$ cat src/rtl/thpc_pkg.sv
// Shared types, fixed-point widths and constants for the target heading controller.
// Used by every module of the block; depends on nothing.
package thpc_pkg;

  // Step count of the arctangent pipeline (8 to 24) and the x dead band in Q11.8 counts.
  localparam int CORDIC_STEPS = 16;
  localparam int X_DEADBAND   = 2;

  // Field widths
  localparam int XW      = 20;            // offsets, Q11.8
  localparam int SCALE   = 20;            // operand pre-scale of the vectoring loop
  localparam int CW      = 43;            // vectoring x/y, room for the CORDIC growth
  localparam int ZW      = 34;            // angle accumulator, Q2.30 plus headroom
  localparam int AW      = 16;            // angle error, Q2.13
  localparam int TOL_W   = 15;
  localparam int GAIN_W  = 16;
  localparam int RATE_W  = 20;            // turn rate, Q7.12
  localparam int MAG_W   = 19;
  localparam int PROD_W  = 33;            // gain * error, Q10.21
  localparam int OMG_W   = 24;
  localparam int KIND_W  = 3;
  localparam int STEP_W  = 5;
  localparam int TABLE_LEN = 24;

  // Angle constants
  localparam int ANGLE_PI   = 25736;
  localparam int ZSHIFT     = 17;         // Q2.30 -> Q2.13
  localparam int PROD_SHIFT = 9;          // Q10.21 -> Q7.12

  localparam logic signed [ZW-1:0] PI_Z      = ZW'(64'(ANGLE_PI) << ZSHIFT);
  localparam logic signed [ZW-1:0] Z_HALF    = ZW'(64'(1) << (ZSHIFT - 1));
  localparam logic signed [ZW-1:0] Z_PI_LIM  = ZW'(ANGLE_PI);
  localparam logic signed [PROD_W-1:0] PROD_HALF = PROD_W'(1 << (PROD_SHIFT - 1));
  localparam logic signed [XW-1:0] X_DB      = XW'(X_DEADBAND);

  // Arctangent of 2^-i, radians Q2.30, truncated
  localparam logic [31:0] ATAN_Q30 [TABLE_LEN] = '{
    32'h3243F6A8, 32'h1DAC6705, 32'h0FADBAFC, 32'h07F56EA6, 32'h03FEAB76, 32'h01FFD55B,
    32'h00FFFAAA, 32'h007FFF55, 32'h003FFFEA, 32'h001FFFFD, 32'h000FFFFF, 32'h0007FFFF,
    32'h0003FFFF, 32'h0001FFFF, 32'h0000FFFF, 32'h00007FFF, 32'h00003FFF, 32'h00001FFF,
    32'h00000FFF, 32'h000007FF, 32'h000003FF, 32'h000001FF, 32'h000000FF, 32'h0000007F
  };

  // Configuration register indexes
  typedef enum logic [2:0] {
    REG_KIND      = 3'd0,
    REG_GAIN      = 3'd1,
    REG_TOLERANCE = 3'd2,
    REG_MIN_RATE  = 3'd3,
    REG_MAX_RATE  = 3'd4
  } cfg_reg_e;

  typedef struct packed {
    logic [KIND_W-1:0] wanted_target_kind;
    logic [GAIN_W-1:0] angle_gain;
    logic [TOL_W-1:0]  angle_tolerance;
    logic [MAG_W-1:0]  min_turn_rate;
    logic [MAG_W-1:0]  max_turn_rate;
  } cfg_t;

  typedef struct packed {
    logic                 target_present;
    logic [KIND_W-1:0]    target_kind;
    logic signed [XW-1:0] x_offset;
    logic signed [XW-1:0] y_offset;
  } req_t;

  typedef struct packed {
    logic                     apply_turn;
    logic signed [RATE_W-1:0] turn_rate;
    logic                     at_target;
  } rsp_t;

  // Vectoring pipeline word
  typedef struct packed {
    logic                 active;   // present and of the wanted kind
    logic                 deadband; // |x| inside the dead band
    logic signed [CW-1:0] x;
    logic signed [CW-1:0] y;
    logic signed [ZW-1:0] z;
  } vec_t;

  typedef struct packed {
    logic                 active;
    logic                 deadband;
    logic signed [AW-1:0] err;
  } ang_t;

  typedef struct packed {
    logic                     active;
    logic                     deadband;
    logic                     in_band;
    logic signed [PROD_W-1:0] prod;
  } prd_t;

  typedef struct packed {
    logic                     active;
    logic                     deadband;
    logic                     in_band;
    logic                     neg;
    logic [OMG_W-2:0]         mag;
  } omg_t;

  // One vectoring iteration: rotate toward y = 0, a zero y counts as positive
  function automatic vec_t cordic_step(vec_t a, logic [STEP_W-1:0] idx);
    vec_t                 r;
    logic signed [CW-1:0] dx;
    logic signed [CW-1:0] dy;
    logic signed [ZW-1:0] t;
    r  = a;
    dx = a.y >>> idx;
    dy = a.x >>> idx;
    t  = $signed({{(ZW-32){1'b0}}, ATAN_Q30[idx]});
    if (!a.y[CW-1]) begin
      r.x = a.x + dx;
      r.y = a.y - dy;
      r.z = a.z + t;
    end else begin
      r.x = a.x - dx;
      r.y = a.y + dy;
      r.z = a.z - t;
    end
    return r;
  endfunction

endpackage

$ cat src/rtl/thpc_front.sv
// Entry stage: qualifies the request, checks the x dead band and pre-rotates a negative x by pi.
// Depends on thpc_pkg.
module thpc_front import thpc_pkg::*; (
  input  logic clk,
  input  logic rst,
  input  cfg_t cfg,
  input  logic up_valid,
  output logic up_ready,
  input  req_t up_data,
  output logic dn_valid,
  input  logic dn_ready,
  output vec_t dn_data
);

  logic                 valid;
  vec_t                 data;
  vec_t                 data_next;
  logic signed [XW:0]   xe;
  logic signed [XW:0]   ye;

  // Qualify, fold the left half plane and scale up for the vectoring loop
  always_comb begin
    xe = {up_data.x_offset[XW-1], up_data.x_offset};
    ye = {up_data.y_offset[XW-1], up_data.y_offset};
    data_next.active = up_data.target_present &&
                       (up_data.target_kind == cfg.wanted_target_kind);
    data_next.deadband = (up_data.x_offset <= X_DB) && (up_data.x_offset >= -X_DB);
    data_next.z      = '0;
    if (xe[XW]) begin
      data_next.z = ye[XW] ? -PI_Z : PI_Z;
      xe = -xe;
      ye = -ye;
    end
    data_next.x = {{(CW-XW-1-SCALE){xe[XW]}}, xe, {SCALE{1'b0}}};
    data_next.y = {{(CW-XW-1-SCALE){ye[XW]}}, ye, {SCALE{1'b0}}};
  end

  assign up_ready = !valid || dn_ready;

  // Advance when the next stage takes our word or we hold none
  always_ff @(posedge clk) begin
    if (rst) begin
      valid <= 1'b0;
    end else if (up_ready) begin
      valid <= up_valid;
    end
  end

  always_ff @(posedge clk) begin
    if (up_ready && up_valid) begin
      data <= data_next;
    end
  end

  assign dn_valid = valid;
  assign dn_data  = data;

endmodule

$ cat config.mk
export PLATFORM = sky130hd
export DESIGN_NAME = thpc_front
export DESIGN_NICKNAME = d
export VERILOG_FILES = /design/src/rtl/thpc_pkg.sv /design/src/rtl/thpc_front.sv
export SDC_FILE = /design/constraint.sdc
export NUM_CORES = 1
export LEC_CHECK = 0
export BUFFER_PORTS_ARGS = -buffer_cell sky130_fd_sc_hd__buf_2
export CORE_ASPECT_RATIO = 1.1
export CORE_MARGIN = 10
export CORE_UTILIZATION = 30
export CTS_BUF_LIST = sky130_fd_sc_hd__clkbuf_4 sky130_fd_sc_hd__clkbuf_8
export DETAILED_ROUTE_END_ITERATION = 10
export PLACE_DENSITY = 0.67
export SKIP_CTS_REPAIR_TIMING = 1
export SYNTH_ARGS = -nofsm -noshare
export SYNTH_HDL_FRONTEND = slang
export SYNTH_SLANG_ARGS = --single-unit
$ cat constraint.sdc
create_clock -name clk -period 2.7 [get_ports clk]
set_input_delay 0.135 -clock clk [delete_from_list [all_inputs] [get_ports clk]]
set_output_delay 0.135 -clock clk [all_outputs]
set_load 0.01 [all_outputs]
After elaboration in Yosys (flattened, before gate mapping)
Index checks and enable logic that the tools add are counted.

Add/subtract/negate cells: 2. Magnitude comparators: 2. Eq/ne operators: 1. Multiplexer cells: 3. Reduce and logical (&&, ||, !) cells: 5.

Operator list (number): $mux W21 (2); $neg A20 Y21 (2); $mux W34 (1); $ge A20 B2 Y1 const B (1); $le A20 B3 Y1 const B (1); $eq A3 B3 Y1 (1); $logic_and A1 B1 Y1 (3); $logic_not A1 Y1 (1); $logic_or A1 B1 Y1 (1).

Register bits: 79. Output and inout bits: 124. Word-level logic and storage cells: 20.

Logic depth before layout (Yosys ltp)
Gate-level depths: netlist of the first run.

Depth after elaboration: 3. Depth in mapped cells: 6. Depth with buffers taken out: 6.

Least setup slack after synthesis of the first run
No wires, ideal clock.

Path type: register to register. Start point: register valid (netlist: dn_valid). End point: register data (netlist bit dn_data[100]), enable pin. Setup time: 0.409 ns. Data arrival time: 1.645 ns. Setup slack: 0.646 ns. Cell stages (with the launch flop): 3. Cell sequence: dfxtp_1 > nand2b_1 > and2_1.

Cells in the longest elaborated chain, start to end: 3.

Ends and longest elaborated chain: from (decl) (line thpc_front.sv:15) `logic valid;`; from (signal assigned) (line thpc_front.sv:45) `valid <= up_valid;`; $logic_not A1 Y1 (line thpc_front.sv:38) `assign up_ready = !valid || dn_ready;`; $logic_or A1 B1 Y1 (line thpc_front.sv:38); net up_ready (line thpc_front.sv:8) `output logic up_ready,`; $logic_and A1 B1 Y1 (line thpc_front.sv:50) `if (up_ready && up_valid) begin`; to (signal assigned) (line thpc_front.sv:51) `data <= data_next;`; to (decl) (line thpc_front.sv:16) `vec_t data;`.

The timed path passes the listed nets, and every way through them passes these cells. A chain may end at the register's enable or synchronous reset.

Worst setup path in the final report of the first run
Start point: register valid (netlist: dn_valid). End point: register data (netlist bit dn_data[98]), enable pin.

Cells in the longest elaborated chain, start to end: 3.

Ends and longest elaborated chain (line): $logic_not A1 Y1 (thpc_front.sv:38); $logic_or A1 B1 Y1 (thpc_front.sv:38); $logic_and A1 B1 Y1 (thpc_front.sv:50).

Every way passes these cells.

==> results of run 1 <==
## kinds of logic (layout without fill, tap and decap cells)
logic type	Yosys count	count (layout)	share of synthesized area, %
XOR/XNOR	38	38	11.1
AND/OR/NAND/NOR	54	54	10.9
other	1	61	0.125
flip-flops	48	48	47.6
AO/OA/AOI/OAI	33	33	7.33
buffers and inverters	90	134	21.3
adder cells (fa/ha/maj)	3	3	1.25
multiplexers	1	1	0.333
## power by group through the flow
stage	registers (mW)	clock network, mW	logic, mW
after detailed placement	0.923	0	0.358
final	0.905	0.416	0.358
after global placement	0.921	0	0.349
after CTS	0.906	0.436	0.358
after floorplan	0.959	0	0.241
after global routing	0.913	0.465	0.393
## cell usage in the layout, fill, tap and decap left out, drive strengths merged, types with 6 or more instances in the layout
master / synthesis / layout
nand2b: 7 / 7
conb: 1 / 61
buf: 76 / 117
nand4: 8 / 8
clkbuf: 5 / 6
xnor2: 36 / 36
edfxtp: 47 / 47
nand2: 14 / 14
o31ai: 12 / 12
o21ai: 15 / 15
inv: 9 / 9
## sequential cells by signal (all words and copies together), names as in the netlist
name and count:
dn_valid 1, dn_data 47
## worst max-delay path, cell delays in order (launching register included)
cell and delay [ns]:
dfxtp_1 0.32, nand2b_1 0.09, and2_2 0.56, buf_12 0.26
## worst min path at each step
stage / end / slack [ns] / cells past startpoint
finish: dn_data[54] / 0.04 / 1
floorplan: dn_valid / 0.20 / 1
CTS: dn_valid / -0.04 / 2
detailed placement: dn_valid / 0.29 / 2
global route: dn_data[54] / 0.02 / 1
global placement: dn_valid / 0.29 / 2
## cell type report
class                           instances  area share (%)
Sequential cell                        48            41.2
Multi-Input combinational cell        190            33.4
Timing Repair Buffer                  118            17.7
Tap cell                              120            4.32
Clock buffer                            6            2.20
Inverter                                9           0.973
Clock inverter                          1           0.144
## per-stage QoR
step	instance area [um^2]	utilization (%)
after floorplan	3230	-
after global placement	3380	34.4
after detailed placement	3380	34.4
after CTS	3460	35.2
after global routing	3470	35.3
final	3470	35.3
## routing by layer
layer  track usage, %  routed length, um  vias to the layer above
met3             4.93               1010                        4
li1                 -                  -                     1005
met2             16.6               3620                      141
met4             3.88                 70                        0
met5                0                  0                        -
met1             10.4               2930                      986
==> impl_metrics.yaml, run 1 <==
layout:
  layout-drive-gt1-share_pct: 35.2
  nFillCells: 999
  regArea_mm2: 0.00143
  area_growth_pct: 15.5
  multi_input_area_mm2: 0.00116
  nets: 495
  diodes: 0
  final_cells: 492
placed_design:
  dpl.hpwl_um: 6550
  place_ws_ns: 0.884
  post-place-cells: 484
  finalWeightedCongestion: 0.752
  numPortBuffers: 114
timing:
  slew_viol_final: 0
  slew_headroom_pct: 58.5
  worst_slew_pin_slew_ns: 0.622
  holdWs_ns: 0.0427
  finalSetupViolCount: 0
  hold_violations: 0
  rsz0062_at_grt: "no"
  fin_skew_ns: 0.00785
  fmax_ghz: 0.656
  tns_ns: 0
  period_minus_slack_ns: 1.52
  post-route-period-util_pct: 56.5
  setup_ws_ns: 1.18
die:
  coreArea_mm2: 0.00984
  initial_utilization_pct: 30.5
  die_x_um: 115
  dieHeight_um: 125
  rows: 38
  die-area_mm2: 0.0144
  top_level_ports: 244
logic_synthesis:
  syn_avg_cell_area_um2: 11.2
  synth_area_leaders: "edfxtp_1 (47%), buf_4 (19%), xnor2_1 (10%), o31ai_1 (3.0%), o21ai_0 (2.5%)"
  synth-edff-count: 47
  syn_area_mm2: 0.00301
  synthArstFlopShare_pct: 0
  synth_most_common_cell: "buf_4"
  ys_ff_latch: 48
  synth_top_area_cell: "edfxtp_1"
  synthDistinctLibCells: 35
  synth_flop_cell: "edfxtp_1"
  ys_top_cells_by_count: "buf_4 (75), edfxtp_1 (47), xnor2_1 (36)"
  yosys_warnings: 0
  synth_seq_area_share_pct: 47.6
  yosysTopAreaCellShare_pct: 47.0
  postSynthCellCount: 268
clocking:
  worstSkewPairLatency_ns: 0.30
  numCtsBuffers: 5
  h-tree-depth: 2
  cts_buffer_depth: 2
  cts.sinks: 48
  cts-root-buf: "clkbuf_8"
  path_clk_slew_ns: 0.08
  cts_tree: "built"
pwr:
  p_clk_share_pct: 24.8
  swShare_pct: 27.8
  pwr-share-seq_pct: 53.9
  power.internal_mw: 1.21
  vdd_drop_max_v: 0.000161
  power.switching_mw: 0.467
  report.power.total_mw: 1.68
  p_leak_nw: 1.47
  comb_power_share_pct: 21.3
  pwr_density_cell_mw_per_mm2: 484
setup_path:
  reg2reg_slack_ns: 1.18
  crit_end: "dn_data[98]"
  r2r_cells: 3
  r2r_start: "dn_valid"
  crit_required_ns: 2.71
  cp-start-kind: "flip-flop"
  crit_start: "dn_valid"
  worstPathArrival_ns: 1.54
  crit_type: "flip-flop to flip-flop"
  crit_fanout: 25
  timing.rr.end: "dn_data[98]"
  critPathCaptureType: "flip-flop"
drt:
  drc: 0
  finalWirelength_um: 7630
  first_pass_iters: 4
  drtIter0Drc: 71
  ant_nets: 0
  wire_per_inst_um: 15.5
  via_per_inst: 4.34
  route.vias.total: 2136
min_path:
  hp-start: "up_data[0]"
  hold_path_class: "input pin to flip-flop"
global_route:
  grt_max_degree: 31
  grt_pass1_wl_um: 11200
  grt_pass1_vias: 2252
  globalRouteTotalUtil_pct: 9.94
  antenna_found_initial: 0
  grt_overflow_total: 0
run_status:
  status: "completed"
job:
  cap_viol_max_count: 0
Power figures use the tool's default switching activity.
==> run 2: changes to the inputs <==
Clock period 2.7 ns to 1.5 ns, I/O delays scaled along.
==> impl_metrics.yaml, run 2 (same netlist as run 1, synthesis figures left out) <==
drt:
  drc: 0
  via_per_inst: 4.21
  first_pass_iters: 4
  wire_per_inst_um: 14.8
  drtIter0Drc: 85
  ant_nets: 0
  route.vias.total: 2180
  finalWirelength_um: 7690
die:
  top_level_ports: 244
  coreArea_mm2: 0.00984
  initial_utilization_pct: 30.5
  dieHeight_um: 125
  die-area_mm2: 0.0144
  rows: 38
  die_x_um: 115
setup_path:
  crit_fanout: 4
  r2r_cells: 3
  worstPathArrival_ns: 1.41
  reg2reg_slack_ns: 0.36
  cp_cell_sequence: "buf_2, or3_1, or3b_4, o41ai_2, xnor2_1"
  crit_end: "dn_data[65]"
  r2r_start: "dn_valid"
  cp-start-kind: "input pin"
  path_delay_family: "simple AND/OR/NAND/NOR gates"
  critPathCaptureType: "flip-flop"
  crit_required_ns: 1.54
  critical_path.slowest_cell: "or3b_4"
  crit_path_max_incr_delay_ns: 0.44
  critPathBufInv: 1
  crit_type: "input pin to flip-flop"
  crit_start: "up_data[0]"
  cp.depth: 5
  timing.rr.end: "dn_data[69]"
placed_design:
  finalWeightedCongestion: 0.860
  placed_area_mm2: 0.00357
  dpl.hpwl_um: 6550
  numPortBuffers: 114
global_route:
  grt_pass1_wl_um: 11700
  globalRouteTotalUtil_pct: 9.99
  grt_overflow_total: 0
  grt_pass1_vias: 2298
  grt_max_degree: 48
  antenna_found_initial: 0
timing:
  finalSetupViolCount: 0
  fmax_ghz: 0.732
  holdWs_ns: 0.0173
  rsz0062_at_grt: "no"
  post-route-period-util_pct: 91.1
  period_minus_slack_ns: 1.37
  slew_viol_final: 0
  fin_skew_ns: 0.00263
  hold_violations: 0
clocking:
  path_clk_slew_ns: 0.08
  cts.sinks: 48
  numCtsBuffers: 5
  h-tree-depth: 2
  worstSkewPairLatency_ns: 0.29
  cts-root-buf: "clkbuf_8"
  cts_buffer_depth: 2
  cts_tree: "built"
pwr:
  report.power.total_mw: 3.13
  vdd_drop_max_v: 0.000322
  p_leak_nw: 1.60
  pwr_density_cell_mw_per_mm2: 847
layout:
  nets: 520
  area_growth_pct: 22.9
  layout-drive-gt1-share_pct: 38.9
  nFillCells: 984
  diodes: 0
  layout_commonest_cell: "buf_2"
  largest_reg_flops: 47
  finalInstanceArea_mm2: 0.00369
  layout_common_cells: "buf_2 (114), conb_1 (61), edfxtp_1 (47)"
min_path:
  hold_path_class: "input pin to flip-flop"
  hp-start: "up_valid"
job:
  cap_viol_max_count: 0
run_status:
  status: "completed"
## run 2: cell types whose count changed in the layout (fill, tap and decap cells not counted), sizes merged
cell         change
clkbuf           +2
buf             +23
dlygate4sd3      +2
clkinv           -1
## run 2: power breakdown
group	leakage (nW)	internal [mW]	switching (mW)
sequential	0.465	1.60	0.0253
clock	0.0523	0.413	0.393
combinational	1.09	0.284	0.409
total	1.60	2.30	0.828
## run 2: through the flow
step                util (%)  setup TNS, ns  cells  setup slack [ns]
global placement        36.2          -1.23    507            -0.164
global route            37.5              0    518            0.0404
detailed placement      36.2          -1.64    507            -0.194
CTS                     37.2              0    515             0.115
floorplan                  -        -0.0386    328           -0.0386
finish                  37.5              0    518             0.133
## run 2: cell type report
| type | instances | area, um^2 | area share (%) |
|---|---|---|---|
| Inverter | 9 | 33.8 | 0.914 |
| Clock buffer | 8 | 97.6 | 2.64 |
| Multi-Input combinational cell | 190 | 1160 | 31.4 |
| Sequential cell | 48 | 1430 | 38.7 |
| Tap cell | 120 | 150 | 4.06 |
| Timing Repair Buffer | 143 | 821 | 22.2 |
## run 2: worst min-delay path by stage
stage          endpoint  slack, ns  cells after the start
6_report       dn_valid       0.02                      3
5_1_grt        dn_valid       0.02                      3
4_1_cts        dn_valid      -0.09                      2
3_5_place_dp   dn_valid       0.24                      2
3_3_place_gp   dn_valid       0.23                      2
2_1_floorplan  dn_valid       0.14                      1
## run 2: worst register-to-register path: stages (launching register included)
cell and delay (ns):
dfxtp_1 0.32, nand2b_1 0.10, and2_4 0.16, buf_12 0.24
## run 2: layer usage
| layer | GRT usage [%] | part of all wire [%] |
|---|---|---|
| met1 | 10.7 | 40 |
| met2 | 17.4 | 48 |
| met3 | 3.97 | 11 |
| met4 | 3.13 | 1.2 |
| met5 | 0 | 0 |
