File: config.mk
export PLATFORM = sky130hd
export DESIGN_NAME = thpc_back
export DESIGN_NICKNAME = d
export VERILOG_FILES = /design/src/rtl/thpc_pkg.sv /design/src/rtl/thpc_back.sv
export SDC_FILE = /design/constraint.sdc
export NUM_CORES = 1
export LEC_CHECK = 0
export BUFFER_PORTS_ARGS = -buffer_cell sky130_fd_sc_hd__buf_2
export CORE_MARGIN = 4
export CORE_UTILIZATION = 41
export DETAILED_ROUTE_END_ITERATION = 7
export PLACE_DENSITY = 0.64
export SYNTH_ARGS = -nofsm -noshare
export SYNTH_HDL_FRONTEND = slang
export SYNTH_SLANG_ARGS = --single-unit
export TNS_END_PERCENT = 100
File: constraint.sdc
create_clock -name clk -period 9 [get_ports clk]
set_input_delay 1.8 -clock clk [delete_from_list [all_inputs] [get_ports clk]]
set_output_delay 1.8 -clock clk [all_outputs]
set_load 0.03 [all_outputs]
File: src/rtl/thpc_pkg.sv
// Shared types, fixed-point widths and constants for the target heading controller.
// Used by every module of the block; depends on nothing.
package thpc_pkg;

  // Step count of the arctangent pipeline (8 to 24) and the x dead band in Q11.8 counts.
  localparam int CORDIC_STEPS = 16;
  localparam int X_DEADBAND   = 2;

  // Field widths
  localparam int XW      = 20;            // offsets, Q11.8
  localparam int SCALE   = 20;            // operand pre-scale of the vectoring loop
  localparam int CW      = 43;            // vectoring x/y, room for the CORDIC growth
  localparam int ZW      = 34;            // angle accumulator, Q2.30 plus headroom
  localparam int AW      = 16;            // angle error, Q2.13
  localparam int TOL_W   = 15;
  localparam int GAIN_W  = 16;
  localparam int RATE_W  = 20;            // turn rate, Q7.12
  localparam int MAG_W   = 19;
  localparam int PROD_W  = 33;            // gain * error, Q10.21
  localparam int OMG_W   = 24;
  localparam int KIND_W  = 3;
  localparam int STEP_W  = 5;
  localparam int TABLE_LEN = 24;

  // Angle constants
  localparam int ANGLE_PI   = 25736;
  localparam int ZSHIFT     = 17;         // Q2.30 -> Q2.13
  localparam int PROD_SHIFT = 9;          // Q10.21 -> Q7.12

  localparam logic signed [ZW-1:0] PI_Z      = ZW'(64'(ANGLE_PI) << ZSHIFT);
  localparam logic signed [ZW-1:0] Z_HALF    = ZW'(64'(1) << (ZSHIFT - 1));
  localparam logic signed [ZW-1:0] Z_PI_LIM  = ZW'(ANGLE_PI);
  localparam logic signed [PROD_W-1:0] PROD_HALF = PROD_W'(1 << (PROD_SHIFT - 1));
  localparam logic signed [XW-1:0] X_DB      = XW'(X_DEADBAND);

  // Arctangent of 2^-i, radians Q2.30, truncated
  localparam logic [31:0] ATAN_Q30 [TABLE_LEN] = '{
    32'h3243F6A8, 32'h1DAC6705, 32'h0FADBAFC, 32'h07F56EA6, 32'h03FEAB76, 32'h01FFD55B,
    32'h00FFFAAA, 32'h007FFF55, 32'h003FFFEA, 32'h001FFFFD, 32'h000FFFFF, 32'h0007FFFF,
    32'h0003FFFF, 32'h0001FFFF, 32'h0000FFFF, 32'h00007FFF, 32'h00003FFF, 32'h00001FFF,
    32'h00000FFF, 32'h000007FF, 32'h000003FF, 32'h000001FF, 32'h000000FF, 32'h0000007F
  };

  // Configuration register indexes
  typedef enum logic [2:0] {
    REG_KIND      = 3'd0,
    REG_GAIN      = 3'd1,
    REG_TOLERANCE = 3'd2,
    REG_MIN_RATE  = 3'd3,
    REG_MAX_RATE  = 3'd4
  } cfg_reg_e;

  typedef struct packed {
    logic [KIND_W-1:0] wanted_target_kind;
    logic [GAIN_W-1:0] angle_gain;
    logic [TOL_W-1:0]  angle_tolerance;
    logic [MAG_W-1:0]  min_turn_rate;
    logic [MAG_W-1:0]  max_turn_rate;
  } cfg_t;

  typedef struct packed {
    logic                 target_present;
    logic [KIND_W-1:0]    target_kind;
    logic signed [XW-1:0] x_offset;
    logic signed [XW-1:0] y_offset;
  } req_t;

  typedef struct packed {
    logic                     apply_turn;
    logic signed [RATE_W-1:0] turn_rate;
    logic                     at_target;
  } rsp_t;

  // Vectoring pipeline word
  typedef struct packed {
    logic                 active;   // present and of the wanted kind
    logic                 deadband; // |x| inside the dead band
    logic signed [CW-1:0] x;
    logic signed [CW-1:0] y;
    logic signed [ZW-1:0] z;
  } vec_t;

  typedef struct packed {
    logic                 active;
    logic                 deadband;
    logic signed [AW-1:0] err;
  } ang_t;

  typedef struct packed {
    logic                     active;
    logic                     deadband;
    logic                     in_band;
    logic signed [PROD_W-1:0] prod;
  } prd_t;

  typedef struct packed {
    logic                     active;
    logic                     deadband;
    logic                     in_band;
    logic                     neg;
    logic [OMG_W-2:0]         mag;
  } omg_t;

  // One vectoring iteration: rotate toward y = 0, a zero y counts as positive
  function automatic vec_t cordic_step(vec_t a, logic [STEP_W-1:0] idx);
    vec_t                 r;
    logic signed [CW-1:0] dx;
    logic signed [CW-1:0] dy;
    logic signed [ZW-1:0] t;
    r  = a;
    dx = a.y >>> idx;
    dy = a.x >>> idx;
    t  = $signed({{(ZW-32){1'b0}}, ATAN_Q30[idx]});
    if (!a.y[CW-1]) begin
      r.x = a.x + dx;
      r.y = a.y - dy;
      r.z = a.z + t;
    end else begin
      r.x = a.x - dx;
      r.y = a.y + dy;
      r.z = a.z - t;
    end
    return r;
  endfunction

endpackage

File: src/rtl/thpc_back.sv
// Back end: angle rounding and clamp, gain multiply, rate rounding, min/max clamp, result register.
// Depends on thpc_pkg.
module thpc_back import thpc_pkg::*; (
  input  logic clk,
  input  logic rst,
  input  cfg_t cfg,
  input  logic up_valid,
  output logic up_ready,
  input  vec_t up_data,
  output logic dn_valid,
  input  logic dn_ready,
  output rsp_t dn_data
);

  logic v1, v2, v3, v4;
  logic r1, r2, r3, r4;
  ang_t s1, s1_next;
  prd_t s2, s2_next;
  omg_t s3, s3_next;
  rsp_t s4, s4_next;

  logic signed [ZW-1:0]     zr;
  logic signed [AW-1:0]     err_abs;
  logic signed [PROD_W-1:0] prod_r;
  logic signed [OMG_W-1:0]  omega;
  logic [OMG_W-1:0]         omega_abs;
  logic [OMG_W-2:0]         mag_lo;
  logic [MAG_W-1:0]         mag;

  // Ready chain, last stage is the result register
  assign r4 = !v4 || dn_ready;
  assign r3 = !v3 || r4;
  assign r2 = !v2 || r3;
  assign r1 = !v1 || r2;
  assign up_ready = r1;

  // Round Q2.30 half up to Q2.13 and clamp to +-pi; the dead band forces zero
  always_comb begin
    zr = (up_data.z + Z_HALF) >>> ZSHIFT;
    if (zr > Z_PI_LIM) begin
      zr = Z_PI_LIM;
    end else if (zr < -Z_PI_LIM) begin
      zr = -Z_PI_LIM;
    end
    s1_next.active   = up_data.active;
    s1_next.deadband = up_data.deadband;
    s1_next.err      = up_data.deadband ? '0 : AW'(zr);
  end

  // Multiply by the gain and test the tolerance band
  always_comb begin
    err_abs          = s1.err[AW-1] ? -s1.err : s1.err;
    s2_next.active   = s1.active;
    s2_next.deadband = s1.deadband;
    s2_next.in_band  = ({1'b0, err_abs[AW-2:0]} < {1'b0, cfg.angle_tolerance});
    s2_next.prod     = $signed({1'b0, cfg.angle_gain}) * s1.err;
  end

  // Round to Q7.12 and split into sign and magnitude (zero is positive)
  always_comb begin
    prod_r           = (s2.prod + PROD_HALF) >>> PROD_SHIFT;
    omega            = prod_r[OMG_W-1:0];
    omega_abs        = omega[OMG_W-1] ? OMG_W'(-omega) : OMG_W'(omega);
    s3_next.active   = s2.active;
    s3_next.deadband = s2.deadband;
    s3_next.in_band  = s2.in_band;
    s3_next.neg      = omega[OMG_W-1];
    s3_next.mag      = omega_abs[OMG_W-2:0];
  end

  // Raise to the minimum, cut to the maximum, then build the result
  always_comb begin
    mag_lo = (s3.mag < (OMG_W-1)'(cfg.min_turn_rate)) ?
             (OMG_W-1)'(cfg.min_turn_rate) : s3.mag;
    mag    = (mag_lo > (OMG_W-1)'(cfg.max_turn_rate)) ?
             cfg.max_turn_rate : mag_lo[MAG_W-1:0];
    s4_next.apply_turn = 1'b0;
    s4_next.turn_rate  = '0;
    s4_next.at_target  = 1'b0;
    if (s3.active) begin
      if (!s3.deadband && s3.in_band) begin
        s4_next.at_target = 1'b1;
      end else begin
        s4_next.apply_turn = 1'b1;
        s4_next.turn_rate  = s3.neg ? -$signed({1'b0, mag}) : $signed({1'b0, mag});
      end
    end
  end

  // Valid bits
  always_ff @(posedge clk) begin
    if (rst) begin
      v1 <= 1'b0;
      v2 <= 1'b0;
      v3 <= 1'b0;
      v4 <= 1'b0;
    end else begin
      if (r1) v1 <= up_valid;
      if (r2) v2 <= v1;
      if (r3) v3 <= v2;
      if (r4) v4 <= v3;
    end
  end

  // Payload
  always_ff @(posedge clk) begin
    if (r1 && up_valid) s1 <= s1_next;
    if (r2 && v1)       s2 <= s2_next;
    if (r3 && v2)       s3 <= s3_next;
    if (r4 && v3)       s4 <= s4_next;
  end

  assign dn_valid = v4;
  assign dn_data  = s4;

endmodule

== Yosys cells after proc, flatten, opt, wreduce, memory -nomap -nowiden ==
Index checks and enable logic that the tools add are counted.

* $add $sub $neg: 5
* $mul: 1
* $lt $le $gt $ge: 5
* Muxes and demuxes: 9
* Bitwise logic cells: 2
* Reductions and logical operators: 18

{| class="wikitable"
|+ Operator list
! cell !! count
|-
| 2-to-1 mux 23 bit || 2
|-
| adder 34 x 18 -> 34 bit (second input constant) || 1
|-
| adder 33 x 10 -> 33 bit (second input constant) || 1
|-
| multiplier 17 x 16 -> 33 bit || 1
|-
| 2-to-1 mux 15 bit || 2
|-
| > comparator 23 x 19 -> 1 bit || 1
|-
| < comparator 23 x 19 -> 1 bit || 1
|-
| negation 23 bit || 1
|-
| 2-to-1 mux 21 bit || 1
|-
| 2-to-1 mux 20 bit || 1
|-
| negation 19 -> 20 bit || 1
|-
| 2-to-1 mux 19 bit || 1
|-
| > comparator 17 x 16 -> 1 bit (second input constant) || 1
|-
| < comparator 17 x 16 -> 1 bit (second input constant) || 1
|-
| 2-to-1 mux 16 bit || 1
|-
| < comparator 15 bit || 1
|-
| negation 15 bit || 1
|-
| OR reduction 3 bit || 2
|-
| logical AND 1 bit || 5
|-
| zero test 1 bit || 5
|-
| logical OR 1 bit || 4
|-
| OR reduction 2 bit || 2
|-
| inverter 1 bit || 2
|-
| 2-to-1 mux 1 bit || 1
|}

* Register bits: 107
* Input bits: 198
* Output and inout port bits: 24
* Word-level logic and storage cells: 62

== Logic depth before layout (Yosys ltp) ==
Gate-level depths: netlist (run 1).

* Depth in word-level cells: 7
* Mapped depth: 29
* Gate-level depth less buffers: 24

== Worst setup path after synthesis (run 1) ==
OpenSTA, ideal clock, no wires.

* Kind: input port to flip-flop
* Start: input port cfg[64] (netlist bit)
* End: register s2[29] (netlist bit) (data pin)
* Library setup time: 260 ps
* Arrival time: 7480 ps
* Required time: 8740 ps
* Slack: 1260 ps
* Cell stages on the path: 23
* Buffers on the path: 1
* Cell sequence: clkbuf_1 -> nand2_1 -> fa_1 -> inv_1 -> fa_1 -> inv_1 -> fa_1 -> inv_1 -> fa_1 -> fa_1 -> inv_1 -> fa_1 -> inv_1 -> ha_1 -> a21o_1 -> a221o_1 -> a31o_2 -> a21oi_1 -> a21oi_1 -> a21bo_2 -> a41o_1 -> a21oi_1 -> xnor2_1

{| class="wikitable"
|+ RTL lines
! what !! RTL line !! RTL
|-
| from (decl) || thpc_back.sv:6 || <nowiki>input cfg_t cfg,</nowiki>
|-
| to (signal assigned) || thpc_back.sv:108 || <nowiki>if (r2 && v1) s2 <= s2_next;</nowiki>
|-
| to (decl) || thpc_back.sv:18 || <nowiki>prd_t s2, s2_next;</nowiki>
|}

==> results.toml, run 1 <==
[power_and_ir_drop]
p_leak_nw = 8.36
p_per_area_nw_per_um2 = 352
vdd_drop_max_v = 0.000359

[die]
rows = 73
fp.dieH_um = 208
dieArea_um2 = 43400
coreArea_um2 = 39700
start_util_pct = 41.4
die_w_um = 208
ios = 222

[sta]
slew_headroom_pct = 30.0
max_freq_mhz = 128
period_needed_ns = 7.83
finalCritPeriodShare_pct = 87.0
setup_tns_ns = 0
setup_viol = 0
skew_ns = 0.0127
rsz0062_at_grt = "false"
tightest_slew_ns = 1.04
finalHoldViolations = 0
report.final.slew_viol_count = 0

[synth]
syn-num-nets = 2441
synth_cells = 1875
ys_types = 76
synth.top_cells.by_count = "336 x inv_1, 193 x fa_1, 190 x nand2_1"
yosysSeqAreaShare_pct = 17.8
ys_warn_count = 0
ys_ff_latch = 99
synth_edf_count = 95
async_flop_share_pct = 0
syn_area_per_cell_um2 = 8.78
yosysTopAreaCell = "fa_1"
ys.flop_type = "edfxtp_1"
synth_top_area_share_pct = 23.5
synthTopCellsByArea = "fa_1 23%, edfxtp_1 17%, ha_1 13%, inv_1 7.7%, and2_1 4.7%"
post-synth-top-count-cell = "inv_1"
syn_area_um2 = 16500

[clock_tree]
cts_buffer_depth = 2
clk_pin_slew_ns = 0.07
hold_buffers = 0
clock_sinks = 99
cts-root-buf = "clkbuf_16"
clk_latency_ns = 0.36
cts_tree = "done"
post_cts_buffers = 0
ctsResizeCount = 0
htree_levels = 3
cts_made_buffers = 9

[placed_design]
portBuffers = 116
numPlacedInstances = 2444
dpl_cell_area_um2 = 17500
gp_congestion = 0.880
place_hpwl_um = 32300

[setup_path]
cp-end-kind = "flip-flop"
worst-path-max-fanout = 16
crit_slowest_cell = "fa_1"
max_stage_delay_ns = 0.57
crit_type = "input pin to flip-flop"
start_kind = "input pin"
required_ns = 9.13
crit_top_cell = "fa_1"
r2r_slack_ns = 1.97
cp.arrival_ns = 7.96
crit_chain = "buf_2, nand2_1, fa_1, inv_1, fa_1, fa_1, fa_1, fa_1, inv_1, fa_1, inv_1, ha_1, and3_1, a221o_1, a31o_2, a21oi_1, a21oi_1, a21bo_2, a41o_1, o311ai_0"

[routing]
vias = 12900
totalWireLength_um = 40400
drtPass1Iterations = 5
drtAntennaViolNets = 0
drc = 0
routed_via_density = 5.26
wl_per_cell_um = 16.4
drt_iter0_drc = 681

[global_routing]
grt-ovfl-total = 0
grtUsageTotal_pct = 18.7
grt_pass1_vias = 13400
grt_pass1_wl_um = 67300
antenna_found_initial = 0
grt_start_max_net_pins = 29

[outcome]
outcome = "complete, no violations"

[layout]
antenna_cells = 0
stdcell_count = 2460
layout-drive-gt1-share_pct = 8.99
final_nets = 2496
stdcell_area_um2 = 17800
syn_to_final_growth_pct = 8.04

[worst_hold_path]
hold_path.class = "flip-flop to flip-flop"

[flow_run]
cap_violations = 0
-- per-stage QoR --
step / power [mW] / utilization, % / hold WS (ns) / setup slack [ns]
CTS: 6.33 / 44.8 / 0.416 / 1.18
global placement: 5.78 / 43.9 / 0.402 / 0.816
floorplan: 4.79 / - / 0.400 / 1.26
finish: 6.25 / 44.8 / 0.419 / 1.17
global route: 7.11 / 44.8 / 0.414 / 0.809
detailed placement: 5.84 / 43.9 / 0.410 / 0.809
-- cells by family (layout without fill, tap and decap cells) --
group | after synthesis | in the layout | synth area share (%)
compound gates | 262 | 262 | 10.3
buf+inv | 422 | 482 | 9.78
simple gates | 593 | 593 | 18.1
mux | 23 | 23 | 1.50
flops | 99 | 99 | 17.8
xor+xnor | 108 | 108 | 5.75
fa+ha+maj | 368 | 368 | 36.8
-- flip-flops by register name (all words and copies together), names as in the netlist --
name,count
v3,1
dn_data,22
dn_valid,1
v2,1
s2,28
s1,18
v1,1
s3,27
-- critical path: cells and delay by family --
family                     cells  cell delay (ns)
adders and majority gates      7             3.54
AOI/OAI and AO/OA              7             1.76
buffers and inverters          4             0.49
and+or+nand+nor                2             0.36
-- cell usage in the layout, fill, tap and decap left out, types with 5 or more instances in the layout --
master     instances
mux2_2             6
mux2i_1           15
nand4b_1           5
inv_1            336
nand2_1          190
nor2b_1            8
nor4_1            10
a21o_1            18
and3_1            13
buf_4             12
fa_1             193
xor2_1            34
edfxtp_1          95
nand4_1           18
and4_1             7
and2_1           124
nand3_1           40
o21a_1             9
a211o_1            6
buf_2            116
nor3_1            31
o31ai_1            9
o211ai_1           7
or3_1             12
nor2_1            95
a31oi_1           12
nand2b_1          19
a211oi_1          13
ha_1             175
a21oi_1           79
clkbuf_16          9
xnor2_1           74
o21ai_0           59
or2_2              6
-- cell type report --
class,instances,area (um^2)
Sequential cell,99,2930
Tap cell,525,657
Timing Repair Buffer,128,671
Inverter,338,1270
Fill cell,3894,21900
Clock inverter,5,82.6
Clock buffer,11,243
Multi-Input combinational cell,1354,11900
-- routing by layer --
| layer | vias to the layer above | wire [um] | global-route usage, % |
|---|---|---|---|
| met1 | 6317 | 17700 | 24.7 |
| met4 | 0 | 1080 | 5.46 |
| li1 | 6225 | - | - |
| met5 | - | 0 | 0 |
| met2 | 328 | 19700 | 32.1 |
| met3 | 75 | 1900 | 2.71 |
-- worst paths after layout --
check | start | endpoint | cells past startpoint
max | cfg[57] | s2[30] | 20
min | s2[35] | s3[26] | 0
max reg2reg | s1[8] | s2[30] | 19
min reg2reg | s2[35] | s3[26] | 0
-- report_power, final --
group	leakage, nW	switching [mW]	internal [mW]
sequential	0.920	0.139	0.890
clock	0.161	0.173	0.253
combinational	7.28	2.65	2.15
(Power assumes the default switching activity.)
==> run 2, diff against run 1 <==
==> constraint.sdc (replaced) <==
create_clock -name clk -period 7.4 [get_ports clk]
set_input_delay 1.48 -clock clk [delete_from_list [all_inputs] [get_ports clk]]
set_output_delay 1.48 -clock clk [all_outputs]
set_load 0.03 [all_outputs]
==> results.toml, run 2 (same netlist as run 1, synthesis figures left out) <==
[routing]
routed.top_layer = "met5"
met2RoutedLength_um = 20300
totalWireLength_um = 40400
drtAntennaViolNets = 0
wl_per_cell_um = 16.0
wl_met1_um = 17900
drt_iter0_drc = 645
met3_length_um = 1310
vias = 13100
drc = 0
routed_via_density = 5.17
drtPass1Iterations = 5

[layout]
final_nets = 2567
layout_commonest_cell = "inv_1"
top_register = "s2"
antenna_cells = 0
largest_reg_flops = 28
layout_common_cells = "335 x inv_1, 190 x fa_1, 188 x nand2_1"
syn_to_final_growth_pct = 11.3
layout-drive-gt1-share_pct = 12.9
stdcell_count = 2531
finish.utilization_pct = 46.1
stdcell_area_um2 = 18300
num-fill-cells = 3869

[power_and_ir_drop]
pwr-share-clk_pct = 5.0
p_per_area_nw_per_um2 = 474
vdd_drop_max_v = 0.000678
p_int_mw = 4.78
power_frac_comb_pct = 80.7
p_seq_share_pct = 14.3
switching_power_mw = 3.90
power.total_mw = 8.69
p_sw_share_pct = 44.9
p_leak_nw = 8.68

[die]
fp.dieH_um = 208
rows = 73
start_util_pct = 41.4
ios = 222
dieArea_um2 = 43400
coreArea_um2 = 39700
die_w_um = 208

[global_routing]
grt-ovfl-total = 0
grt_pass1_wl_um = 66800
grtUsageTotal_pct = 18.5
grt_pass1_vias = 13300
grt_start_max_net_pins = 29
antenna_found_initial = 1

[clock_tree]
clk_pin_slew_ns = 0.07
hold_buffers = 0
cts_made_buffers = 9
cts_tree = "done"
clock_sinks = 99
htree_levels = 3
clk_latency_ns = 0.35
cts_buffer_depth = 2
cts-root-buf = "clkbuf_16"

[sta]
setup_ws_ns = 0.210
tightest_slew_ns = 1.04
period_needed_ns = 7.19
skew_ns = 0.0130
holdWs_ns = 0.413
finalHoldViolations = 0
report.final.slew_viol_count = 0
setup_viol = 0
slew_headroom_pct = 30.1
setup_tns_ns = 0
finalCritPeriodShare_pct = 97.2
max_freq_mhz = 139

[outcome]
outcome = "complete, no violations"

[setup_path]
crit_type = "input pin to flip-flop"
cp-end-kind = "flip-flop"
start_kind = "input pin"
cp.arrival_ns = 7.40
worst-path-max-fanout = 3
required_ns = 7.61
worstRegToRegCells = 23

[placed_design]
gp_congestion = 0.930
place_hpwl_um = 34700
dpl_cell_area_um2 = 18000
dpl_worst_slack_ns = -0.327
numPlacedInstances = 2514
portBuffers = 116

[worst_hold_path]
hold_depth = 0
hold_path.class = "flip-flop to flip-flop"

[flow_run]
cap_violations = 0
run 2: cell count changes in the layout (fill, tap and decap cells not counted), moves of 3 or more:
| cell | previous run | this run |
|---|---|---|
| buf_4 | 12 | 82 |
| buf_2 | 116 | 113 |
| clkbuf_4 | 0 | 3 |
| fa_1 | 193 | 190 |
| fa_2 | 0 | 3 |
run 2: final cells by class:
type                    instances  area (um^2)  area share (%)
inverters                     338         1270            6.92
clock inverters                 6         40.0           0.218
clock buffers                  10          229            1.25
well taps                     525          657            3.58
multi-input cells            1354        12000            65.4
repair buffers                199         1210            6.63
flip-flops and latches         99         2930            16.0
run 2: final timing paths:
check / start / endpoint / slack (ns)
worst max register to register: s1[5] / s2[32] / 0.58
worst min register to register: s2[34] / s3[25] / 0.41
worst max-delay path: cfg[65] / s2[32] / 0.21
worst min-delay path: s2[34] / s3[25] / 0.41
run 2: power by group through the flow:
| stage | registers [mW] | clock network, mW | logic (mW) |
|---|---|---|---|
| after floorplan | 1.16 | 0 | 4.67 |
| after global placement | 1.25 | 0 | 6.64 |
| after detailed placement | 1.25 | 0 | 6.78 |
| after CTS | 1.24 | 0.449 | 6.85 |
| after global routing | 1.26 | 0.472 | 8.02 |
| final | 1.24 | 0.436 | 7.01 |
run 2: routing by layer:
layer / GRT usage [%] / up-vias
met5: 0 / -
met4: 4.08 / 2
met3: 2.22 / 53
met2: 32.8 / 237
met1: 24.4 / 6437
li1: - / 6360
run 2: worst max-delay path, stage by stage:
cell     delay [ns]
buf_2          0.14
buf_4          0.13
nand2_1        0.07
fa_1           0.57
inv_1          0.05
fa_1           0.48
fa_1           0.53
fa_1           0.52
fa_1           0.54
inv_1          0.05
fa_1           0.58
inv_2          0.06
ha_4           0.26
and3_4         0.17
buf_4          0.11
and4_4         0.22
nand3_1        0.08
a211o_1        0.32
a21oi_2        0.19
buf_4          0.14
o22ai_1        0.10
buf_4          0.17
or3_1          0.36
nand3_1        0.08
run 2: repair_timing:
item                       in CTS  in global routing
resized for setup               0                 18
setup endpoints to repair       0                  6
buffers inserted                0                  1
